$ cat src/hdl/cefd_pkg.sv
// ----------------------------------------------------------------------------
// cefd_pkg
// Shared types, constants and functions of the frame deframer.
// ----------------------------------------------------------------------------
package cefd_pkg;

    localparam logic [31:0] CRC_POLY         = 32'h04C1_1DB7;
    localparam logic [31:0] CRC_INIT         = 32'hFFFF_FFFF;
    localparam logic [47:0] LOCAL_ADDR_RESET = 48'h0002_0406_080A;

    localparam int unsigned TDATA_W = 56;

    localparam logic [2:0] ST_OK       = 3'd0;
    localparam logic [2:0] ST_DEST     = 3'd1;
    localparam logic [2:0] ST_OWN_SRC  = 3'd2;
    localparam logic [2:0] ST_LENGTH   = 3'd3;
    localparam logic [2:0] ST_CRC      = 3'd4;

    localparam logic [15:0] POS_SRC      = 16'd6;
    localparam logic [15:0] POS_LEN_HI   = 16'd12;
    localparam logic [15:0] POS_LEN_LO   = 16'd13;
    localparam logic [15:0] POS_MCAST    = 16'd14;
    localparam logic [15:0] POS_CTRL_HI  = 16'd14;
    localparam logic [15:0] POS_CTRL_LO  = 16'd15;
    localparam logic [15:0] POS_SER_HI   = 16'd16;
    localparam logic [15:0] POS_SER_LO   = 16'd17;
    localparam logic [15:0] POS_PAYLOAD  = 16'd18;
    localparam logic [15:0] POS_MAX      = 16'hFFFF;

    typedef struct packed {
        logic [7:0] rx_byte;
        logic       end_of_frame;
    } t_in_item;

    typedef struct packed {
        logic        is_status;
        logic [7:0]  data_byte;
        logic [2:0]  status;
        logic        multicast;
        logic [6:0]  group_number;
        logic        no_multicast;
        logic        answer;
        logic        read_flag;
        logic        fifo_select;
        logic [11:0] target_address;
        logic [3:0]  serial_number;
        logic [11:0] payload_length;
    } t_result;

    function automatic logic [31:0] crc_feed(input logic [31:0] crc, input logic [7:0] b);
        logic [31:0] c;
        c = crc ^ {b, 24'h000000};
        for (int k = 0; k < 8; k++) begin
            if (c[31]) begin
                c = {c[30:0], 1'b0} ^ CRC_POLY;
            end else begin
                c = {c[30:0], 1'b0};
            end
        end
        return c;
    endfunction

    function automatic logic [7:0] local_byte(input logic [47:0] addr, input logic [2:0] idx);
        logic [7:0] r;
        case (idx)
            3'd0:    r = addr[47:40];
            3'd1:    r = addr[39:32];
            3'd2:    r = addr[31:24];
            3'd3:    r = addr[23:16];
            3'd4:    r = addr[15:8];
            3'd5:    r = addr[7:0];
            default: r = 8'h00;
        endcase
        return r;
    endfunction

endpackage

$ cat src/hdl/custom_ethernet_frame_deframer.sv
// ----------------------------------------------------------------------------
// custom_ethernet_frame_deframer
// Frame receiver: address, length and crc-32 checks, header parse and
// payload byte streaming with one status item per frame.
//
// channel   direction  tdata                      tuser / tlast
// s_axis    in         rx_byte                    tlast = end_of_frame
// m_axis    out        payload byte / status      tuser = is_status
// cfg       in         local_address (48 bits)    write enable only
//
// one byte per cycle sustained while m_axis is not stalled; a result goes
// from its input transfer through the input register, then the result register,
// with the bytewise crc update between them. reset clears all frame state and
// loads the default local address. when m_axis_tready is low the result register
// holds and s_axis_tready falls once the input register is full as well.
// ----------------------------------------------------------------------------
module custom_ethernet_frame_deframer (
    input  logic        i_clk,
    input  logic        i_rst_n,
    input  logic        s_axis_tvalid,
    output logic        s_axis_tready,
    input  logic [7:0]  s_axis_tdata,   // rx_byte
    input  logic        s_axis_tlast,
    output logic        m_axis_tvalid,
    input  logic        m_axis_tready,
    // data_byte, status, multicast, group_number, no_multicast, answer,
    // read_flag, fifo_select, target_address, serial_number, payload_length
    output logic [cefd_pkg::TDATA_W-1:0] m_axis_tdata,
    output logic        m_axis_tuser,   // is_status
    input  logic        i_cfg_wr_en,
    input  logic [47:0] i_cfg_wr_data
);

    cefd_pkg::t_in_item w_s_item;
    cefd_pkg::t_in_item w_item;
    cefd_pkg::t_result  w_res;
    cefd_pkg::t_result  w_out;
    logic               w_in_valid;
    logic               w_res_valid;
    logic               w_out_free;
    logic               w_fire;

    assign w_s_item.rx_byte      = s_axis_tdata;
    assign w_s_item.end_of_frame = s_axis_tlast;
    assign w_fire                = w_in_valid && w_out_free;

    cefd_in_reg u_in_reg (
        .i_clk     (i_clk),
        .i_rst_n   (i_rst_n),
        .i_valid   (s_axis_tvalid),
        .o_ready   (s_axis_tready),
        .i_item    (w_s_item),
        .i_advance (w_fire),
        .o_valid   (w_in_valid),
        .o_item    (w_item)
    );

    cefd_parser u_parser (
        .i_clk         (i_clk),
        .i_rst_n       (i_rst_n),
        .i_cfg_wr_en   (i_cfg_wr_en),
        .i_cfg_wr_data (i_cfg_wr_data),
        .i_fire        (w_fire),
        .i_item        (w_item),
        .o_res_valid   (w_res_valid),
        .o_res         (w_res)
    );

    cefd_out_reg u_out_reg (
        .i_clk       (i_clk),
        .i_rst_n     (i_rst_n),
        .i_load      (w_fire),
        .i_res_valid (w_res_valid),
        .i_res       (w_res),
        .i_ready     (m_axis_tready),
        .o_valid     (m_axis_tvalid),
        .o_free      (w_out_free),
        .o_res       (w_out)
    );

    assign m_axis_tuser = w_out.is_status;
    assign m_axis_tdata = {5'd0,
                           w_out.payload_length,
                           w_out.serial_number,
                           w_out.target_address,
                           w_out.fifo_select,
                           w_out.read_flag,
                           w_out.answer,
                           w_out.no_multicast,
                           w_out.group_number,
                           w_out.multicast,
                           w_out.status,
                           w_out.data_byte};

    a_ready_low_means_full: assert property (@(posedge i_clk) disable iff (!i_rst_n)
        !s_axis_tready |-> w_in_valid)
        else $error("input stage stalled while empty");

    a_fire_needs_room: assert property (@(posedge i_clk) disable iff (!i_rst_n)
        w_fire |-> (!m_axis_tvalid || m_axis_tready))
        else $error("item processed while result register blocked");

    a_payload_clean: assert property (@(posedge i_clk) disable iff (!i_rst_n)
        (m_axis_tvalid && !m_axis_tuser) |-> (m_axis_tdata[55:8] == 48'd0))
        else $error("payload item carries header or status bits");

    a_error_clean: assert property (@(posedge i_clk) disable iff (!i_rst_n)
        (m_axis_tvalid && m_axis_tuser && m_axis_tdata[10:8] != cefd_pkg::ST_OK)
        |-> (m_axis_tdata[55:11] == 45'd0 && m_axis_tdata[7:0] == 8'd0))
        else $error("failed frame status carries header fields");

endmodule

$ cat src/hdl/cefd_in_reg.sv
// ----------------------------------------------------------------------------
// cefd_in_reg
// Input register stage holding one received byte until it is processed.
// ----------------------------------------------------------------------------
module cefd_in_reg (
    input  logic              i_clk,
    input  logic              i_rst_n,
    input  logic              i_valid,
    output logic              o_ready,
    input  cefd_pkg::t_in_item i_item,
    input  logic              i_advance,
    output logic              o_valid,
    output cefd_pkg::t_in_item o_item
);

    logic               r_valid;
    cefd_pkg::t_in_item r_item;

    assign o_ready = !r_valid || i_advance;
    assign o_valid = r_valid;
    assign o_item  = r_item;

    always_ff @(posedge i_clk) begin
        if (!i_rst_n) begin
            r_valid <= 1'b0;
        end else if (i_valid && o_ready) begin
            r_valid <= 1'b1;
        end else if (i_advance) begin
            r_valid <= 1'b0;
        end
    end

    always_ff @(posedge i_clk) begin
        if (i_valid && o_ready) begin
            r_item <= i_item;
        end
    end

endmodule

$ cat src/hdl/cefd_parser.sv
// ----------------------------------------------------------------------------
// cefd_parser
// Per-frame header parse, address and length checks, crc and payload select.
// ----------------------------------------------------------------------------
module cefd_parser (
    input  logic               i_clk,
    input  logic               i_rst_n,
    input  logic               i_cfg_wr_en,
    input  logic [47:0]        i_cfg_wr_data,
    input  logic               i_fire,
    input  cefd_pkg::t_in_item i_item,
    output logic               o_res_valid,
    output cefd_pkg::t_result  o_res
);

    logic [47:0] r_local_addr;
    logic [15:0] r_byte_pos, n_byte_pos;
    logic [31:0] r_crc, n_crc;
    logic [7:0]  r_tail [4];
    logic [7:0]  n_tail [4];
    logic        r_dest_mis, n_dest_mis;
    logic        r_src_local, n_src_local;
    logic [15:0] r_len_word, n_len_word;
    logic        r_mc_seen, n_mc_seen;
    logic [6:0]  r_group, n_group;
    logic [15:0] r_ctrl, n_ctrl;
    logic [15:0] r_serlen, n_serlen;

    logic [7:0]  w_b;
    logic [15:0] w_p;
    logic [15:0] w_m;
    logic [15:0] w_start;
    logic [15:0] w_offset;
    logic [16:0] w_count;
    logic [31:0] w_trailer;
    logic [2:0]  w_status;
    logic [2:0]  w_src_idx;

    assign w_b       = i_item.rx_byte;
    assign w_p       = r_byte_pos;
    assign w_m       = {15'd0, r_mc_seen};
    assign w_src_idx = 3'(w_p - cefd_pkg::POS_SRC);

    always_comb begin
        n_crc       = (w_p >= 16'd4) ? cefd_pkg::crc_feed(r_crc, r_tail[0]) : r_crc;
        n_tail[0]   = r_tail[1];
        n_tail[1]   = r_tail[2];
        n_tail[2]   = r_tail[3];
        n_tail[3]   = w_b;
        n_dest_mis  = r_dest_mis;
        n_src_local = r_src_local;
        n_len_word  = r_len_word;
        n_mc_seen   = r_mc_seen;
        n_group     = r_group;
        n_ctrl      = r_ctrl;
        n_serlen    = r_serlen;

        if (w_p < cefd_pkg::POS_SRC) begin
            if (w_b != cefd_pkg::local_byte(r_local_addr, w_p[2:0])) begin
                n_dest_mis = 1'b1;
            end
        end else if (w_p < cefd_pkg::POS_LEN_HI) begin
            if (w_b != cefd_pkg::local_byte(r_local_addr, w_src_idx)) begin
                n_src_local = 1'b0;
            end
        end else if (w_p == cefd_pkg::POS_LEN_HI) begin
            n_len_word = {w_b, 8'h00};
        end else if (w_p == cefd_pkg::POS_LEN_LO) begin
            n_len_word = {r_len_word[15:8], w_b};
        end else if (w_p == cefd_pkg::POS_MCAST && w_b[7]) begin
            n_mc_seen = 1'b1;
            n_group   = w_b[6:0];
        end else if (w_p == cefd_pkg::POS_CTRL_HI + w_m) begin
            n_ctrl = {w_b, 8'h00};
        end else if (w_p == cefd_pkg::POS_CTRL_LO + w_m) begin
            n_ctrl = {r_ctrl[15:8], w_b};
        end else if (w_p == cefd_pkg::POS_SER_HI + w_m) begin
            n_serlen = {w_b, 8'h00};
        end else if (w_p == cefd_pkg::POS_SER_LO + w_m) begin
            n_serlen = {r_serlen[15:8], w_b};
        end

        n_byte_pos = (w_p == cefd_pkg::POS_MAX) ? w_p : w_p + 16'd1;
    end

    assign w_start   = cefd_pkg::POS_PAYLOAD + {15'd0, n_mc_seen};
    assign w_offset  = w_p - w_start;
    assign w_count   = {1'b0, w_p} + 17'd1;
    assign w_trailer = {n_tail[0], n_tail[1], n_tail[2], n_tail[3]};

    always_comb begin
        if (n_dest_mis) begin
            w_status = cefd_pkg::ST_DEST;
        end else if (w_count >= 17'd12 && n_src_local) begin
            w_status = cefd_pkg::ST_OWN_SRC;
        end else if (w_count < 17'd14 || {1'b0, n_len_word} != w_count) begin
            w_status = cefd_pkg::ST_LENGTH;
        end else if ((n_crc ^ cefd_pkg::CRC_INIT) != w_trailer) begin
            w_status = cefd_pkg::ST_CRC;
        end else begin
            w_status = cefd_pkg::ST_OK;
        end
    end

    always_comb begin
        o_res = '0;
        if (!i_item.end_of_frame) begin
            o_res_valid     = (w_p >= w_start) && (w_offset < {4'd0, n_serlen[11:0]});
            o_res.data_byte = w_b;
        end else begin
            o_res_valid     = 1'b1;
            o_res.is_status = 1'b1;
            o_res.status    = w_status;
            if (w_status == cefd_pkg::ST_OK) begin
                o_res.multicast      = n_mc_seen;
                o_res.group_number   = n_mc_seen ? n_group : 7'd0;
                o_res.no_multicast   = n_ctrl[15];
                o_res.answer         = n_ctrl[14];
                o_res.read_flag      = n_ctrl[13];
                o_res.fifo_select    = n_ctrl[12];
                o_res.target_address = n_ctrl[11:0];
                o_res.serial_number  = n_serlen[15:12];
                o_res.payload_length = n_serlen[11:0];
            end
        end
    end

    always_ff @(posedge i_clk) begin
        if (!i_rst_n) begin
            r_local_addr <= cefd_pkg::LOCAL_ADDR_RESET;
        end else if (i_cfg_wr_en) begin
            r_local_addr <= i_cfg_wr_data;
        end
    end

    always_ff @(posedge i_clk) begin
        if (!i_rst_n || (i_fire && i_item.end_of_frame)) begin
            r_byte_pos  <= '0;
            r_crc       <= cefd_pkg::CRC_INIT;
            r_tail      <= '{default: 8'h00};
            r_dest_mis  <= 1'b0;
            r_src_local <= 1'b1;
            r_len_word  <= '0;
            r_mc_seen   <= 1'b0;
            r_group     <= '0;
            r_ctrl      <= '0;
            r_serlen    <= '0;
        end else if (i_fire) begin
            r_byte_pos  <= n_byte_pos;
            r_crc       <= n_crc;
            r_tail      <= n_tail;
            r_dest_mis  <= n_dest_mis;
            r_src_local <= n_src_local;
            r_len_word  <= n_len_word;
            r_mc_seen   <= n_mc_seen;
            r_group     <= n_group;
            r_ctrl      <= n_ctrl;
            r_serlen    <= n_serlen;
        end
    end

endmodule

$ cat src/hdl/cefd_out_reg.sv
// ----------------------------------------------------------------------------
// cefd_out_reg
// Result register holding one payload or status item until it is taken.
// ----------------------------------------------------------------------------
module cefd_out_reg (
    input  logic              i_clk,
    input  logic              i_rst_n,
    input  logic              i_load,
    input  logic              i_res_valid,
    input  cefd_pkg::t_result i_res,
    input  logic              i_ready,
    output logic              o_valid,
    output logic              o_free,
    output cefd_pkg::t_result o_res
);

    logic              r_valid;
    cefd_pkg::t_result r_res;

    assign o_valid = r_valid;
    assign o_free  = !r_valid || i_ready;
    assign o_res   = r_res;

    always_ff @(posedge i_clk) begin
        if (!i_rst_n) begin
            r_valid <= 1'b0;
        end else if (i_load) begin
            r_valid <= i_res_valid;
        end else if (i_ready) begin
            r_valid <= 1'b0;
        end
    end

    always_ff @(posedge i_clk) begin
        if (i_load && i_res_valid) begin
            r_res <= i_res;
        end
    end

endmodule
$ cat config.mk
export PLATFORM = sky130hd
export DESIGN_NAME = custom_ethernet_frame_deframer
export DESIGN_NICKNAME = d
export VERILOG_FILES = /design/src/hdl/cefd_pkg.sv /design/src/hdl/custom_ethernet_frame_deframer.sv /design/src/hdl/cefd_in_reg.sv /design/src/hdl/cefd_parser.sv /design/src/hdl/cefd_out_reg.sv
export SDC_FILE = /design/constraint.sdc
export NUM_CORES = 1
export LEC_CHECK = 0
export BUFFER_PORTS_ARGS = -buffer_cell sky130_fd_sc_hd__buf_2
export CAP_MARGIN = 5
export CORE_UTILIZATION = 49
export CTS_BUF_LIST = sky130_fd_sc_hd__clkbuf_4
export CTS_CLUSTER_DIAMETER = 30
export DETAILED_ROUTE_END_ITERATION = 8
export PLACE_DENSITY_LB_ADDON = 0.1
export SYNTH_ARGS = -nofsm -noshare
export SYNTH_HDL_FRONTEND = slang
export SYNTH_HIERARCHICAL = 1
export SYNTH_SLANG_ARGS = --single-unit
$ cat constraint.sdc
create_clock -name i_clk -period 5.2 [get_ports i_clk]
set_input_delay 1.04 -clock i_clk [delete_from_list [all_inputs] [get_ports i_clk]]
set_output_delay 1.04 -clock i_clk [all_outputs]
set_load 0.02 [all_outputs]
==> results.yml <==
timing:
  hold_viol: 0
  setup_ws_ns: 0.456
  worst_slew_pin_slew_ns: 1.16
  drv_slew: 0
  fmax_ghz: 0.211
  clock-skew-final_ns: 0.0487
  finalSetupViolCount: 0
  max_slew_margin_pct: 22.4
  rsz0062_at_grt: "false"
  whs_ns: 0.453
  min_period_ns: 4.74
  period_share_pct: 91.2
  setup_tns_ns: 0
yosys:
  async_flop_share_pct: 0
  yosys-top-cells-area: "dfxtp_1 (27%), edfxtp_1 (13%), mux2i_1 (7.8%)"
  syn_inst: 1508
  seq_area_frac_synth_pct: 39.6
  ys_warn_count: 6
  syn-mean-instance-area_um2: 9.36
  syn_area_um2: 14100
  synthFlopType: "dfxtp_1"
  netlist.area_leader.share_pct: 26.7
  ys_types: 79
  synth_edf_count: 61
  synth_top_area_cell: "dfxtp_1"
  synth_seq_cells: 249
clocking:
  cts_tree: "done"
  cts-root-buf: "clkbuf_4"
  clock_latency_ns: 0.71
  clk_pin_slew_worst_paths_ns: 0.06
  clock_sinks: 249
  clk_path_buf_depth: 3
  cts_htree_levels: 3
  cts_made_buffers: 72
global_route:
  grt_pass1_vias: 11276
  overflow: 0
  grt_use_total_pct: 26.9
  grt_max_degree: 100
  grt_pass1_wl_mm: 61.9
  antenna_found_initial: 2
power_and_ir_drop:
  powerDensity_nw_per_um2: 295
  p_leak_nw: 6.26
  ir_worst_vdd_mv: 0.178
setup_path:
  crit_required_ns: 5.58
  crit_arrival_ns: 5.12
  cp-start-kind: "register"
  crit_fanout: 8
  criticalPathCategory: "reg2reg"
  reg2reg_slack_ns: 0.46
  critical_path.endpoint_type: "register"
detailed_routing:
  routed_wl_mm: 38.7
  drcViolationCount: 0
  final_antenna_net_count: 0
  drtPass1Iterations: 5
  vias_per_cell: 5.74
  wire_per_inst_um: 18.8
  vias: 11826
  drt_iter0_drc: 1125
place:
  dpl.cell_count: 1929
  portBuffers: 115
  place_congestion: 0.938
  hpwl_mm: 25.9
  pre_cts_ws_ns: 0.316
floorplan:
  start_util_pct: 50.3
  rows: 61
  ios: 121
  die_area_um2: 29500
  die_height_um: 172
  coreArea_um2: 28100
  die_w_um: 172
final_layout:
  nFillCells: 2662
  register_area_um2: 5600
  area_growth_pct: 14.0
  drive_gt1_share_pct: 21.0
  multiInputGateArea_um2: 7990
  stdcell_count: 2061
  layout_common_cells: "dfxtp_1 (187), nand2_1 (163), buf_2 (115)"
  finalNetCount: 1712
  final_common_cell: "dfxtp_1"
outcome:
  status: "complete, no violations"
flow_run:
  maxCapViolations: 0
min_path:
  hp-class: "reg2reg"
==> logic make-up after synthesis <==
group / share of synthesized area (%)
adder cells (fa/ha/maj): 1.77
AND/OR/NAND/NOR: 18.7
XOR/XNOR: 12.0
other: 0.0266
flip-flops: 39.6
AO/OA/AOI/OAI: 14.1
multiplexers: 9.47
buffers and inverters: 4.32
==> timing repair <==
item                       CTS  global route
setup buffers                0             4
setup endpoints to repair    0            43
hold buffers                 0             0
resized for setup            0             2
==> synth_stat cells (all sizes together), types with 9 or more instances <==
cell and count:
a222oi 9, and2 9, buf 44, dfxtp 188, nand2 164, ha 20
inv 19, xnor3 13, nor4 41, a31oi 17, nor3 22, a22oi 31
a211oi 16, mux2 21, o21ai 46, xor2 56, xnor2 80, o211ai 30
edfxtp 61, or2 10, nand4 19, nand3 63, a2111oi 16, a21oi 57
nor2b 56, mux2i 110, clkbuf 84, nor2 106, or3 11
==> routing by layer <==
metal	GRT usage, %	share of wire, %	vias to the layer above
met3	6.99	7.8	55
met5	0	0.028	-
met2	41.1	45	447
met1	36.7	46	5617
li1	-	-	5705
met4	8.73	1.9	2
==> worst paths after layout <==
path | startpoint | end | cells past startpoint
setup reg to reg | u_parser/r_byte_pos[15]$_SDFFE_PP0P_ | u_out_reg/o_res[0]$_DFFE_PP_ | 18
hold / removal | u_parser/r_ctrl[9]$_SDFFE_PP0P_ | u_parser/r_ctrl[9]$_SDFFE_PP0P_ | 2
setup / recovery | u_parser/r_byte_pos[15]$_SDFFE_PP0P_ | u_out_reg/o_res[0]$_DFFE_PP_ | 18
hold reg to reg | u_parser/r_ctrl[9]$_SDFFE_PP0P_ | u_parser/r_ctrl[9]$_SDFFE_PP0P_ | 2
==> sequential cells by signal, summed over array words and instances, names as in the netlist, 7 cells and up <==
register / count
u_out_reg/o_res: 52
u_parser/r_local_addr: 48
u_parser/r_crc: 32
u_parser/n_tail: 24
u_parser/r_byte_pos: 16
u_parser/r_ctrl: 16
u_parser/r_len_word: 16
u_parser/r_serlen: 16
u_in_reg/o_item: 9
u_parser/r_tail: 8
u_parser/r_group: 7
==> per-stage QoR <==
step	power, mW	cell area, um^2	utilization (%)
3_5_place_dp	2.91	15100	53.8
6_report	4.74	16100	57.3
4_1_cts	4.80	16000	57.1
5_1_grt	4.99	16100	57.3
3_3_place_gp	2.91	15100	53.8
2_1_floorplan	2.70	14200	-
==> critical path: stages (launching register included) <==
cell,delay (ns)
dfxtp_1,0.39
nor4_4,0.31
nand3_1,0.14
or4_1,0.52
nand2_1,0.12
ha_1,0.17
inv_1,0.05
ha_1,0.23
a21o_1,0.20
a2111oi_2,0.38
xor2_1,0.19
ha_1,0.26
a21o_1,0.17
a211oi_1,0.23
o2111ai_1,0.19
a2111oi_1,0.33
or3_1,0.16
and2_4,0.23
buf_4,0.19
==> report_power, final <==
part / switching (mW) / leakage, nW / internal, mW / total (mW)
registers: 0.0713 / 2.06 / 2.05 / 2.12
logic: 0.455 / 3.66 / 0.310 / 0.765
clock network: 0.869 / 0.537 / 0.986 / 1.86
==> final cells by class <==
| type | instances | area share, % |
|---|---|---|
| multi-input combinational | 1115 | 49.6 |
| sequential | 249 | 34.8 |
| timing repair buffer | 172 | 6.42 |
| clock buffer | 91 | 4.25 |
| tap | 378 | 2.94 |
| clock inverter | 35 | 1.51 |
| inverter | 20 | 0.466 |
| antenna | 1 | 0.0155 |
(Power assumes the default switching activity.)
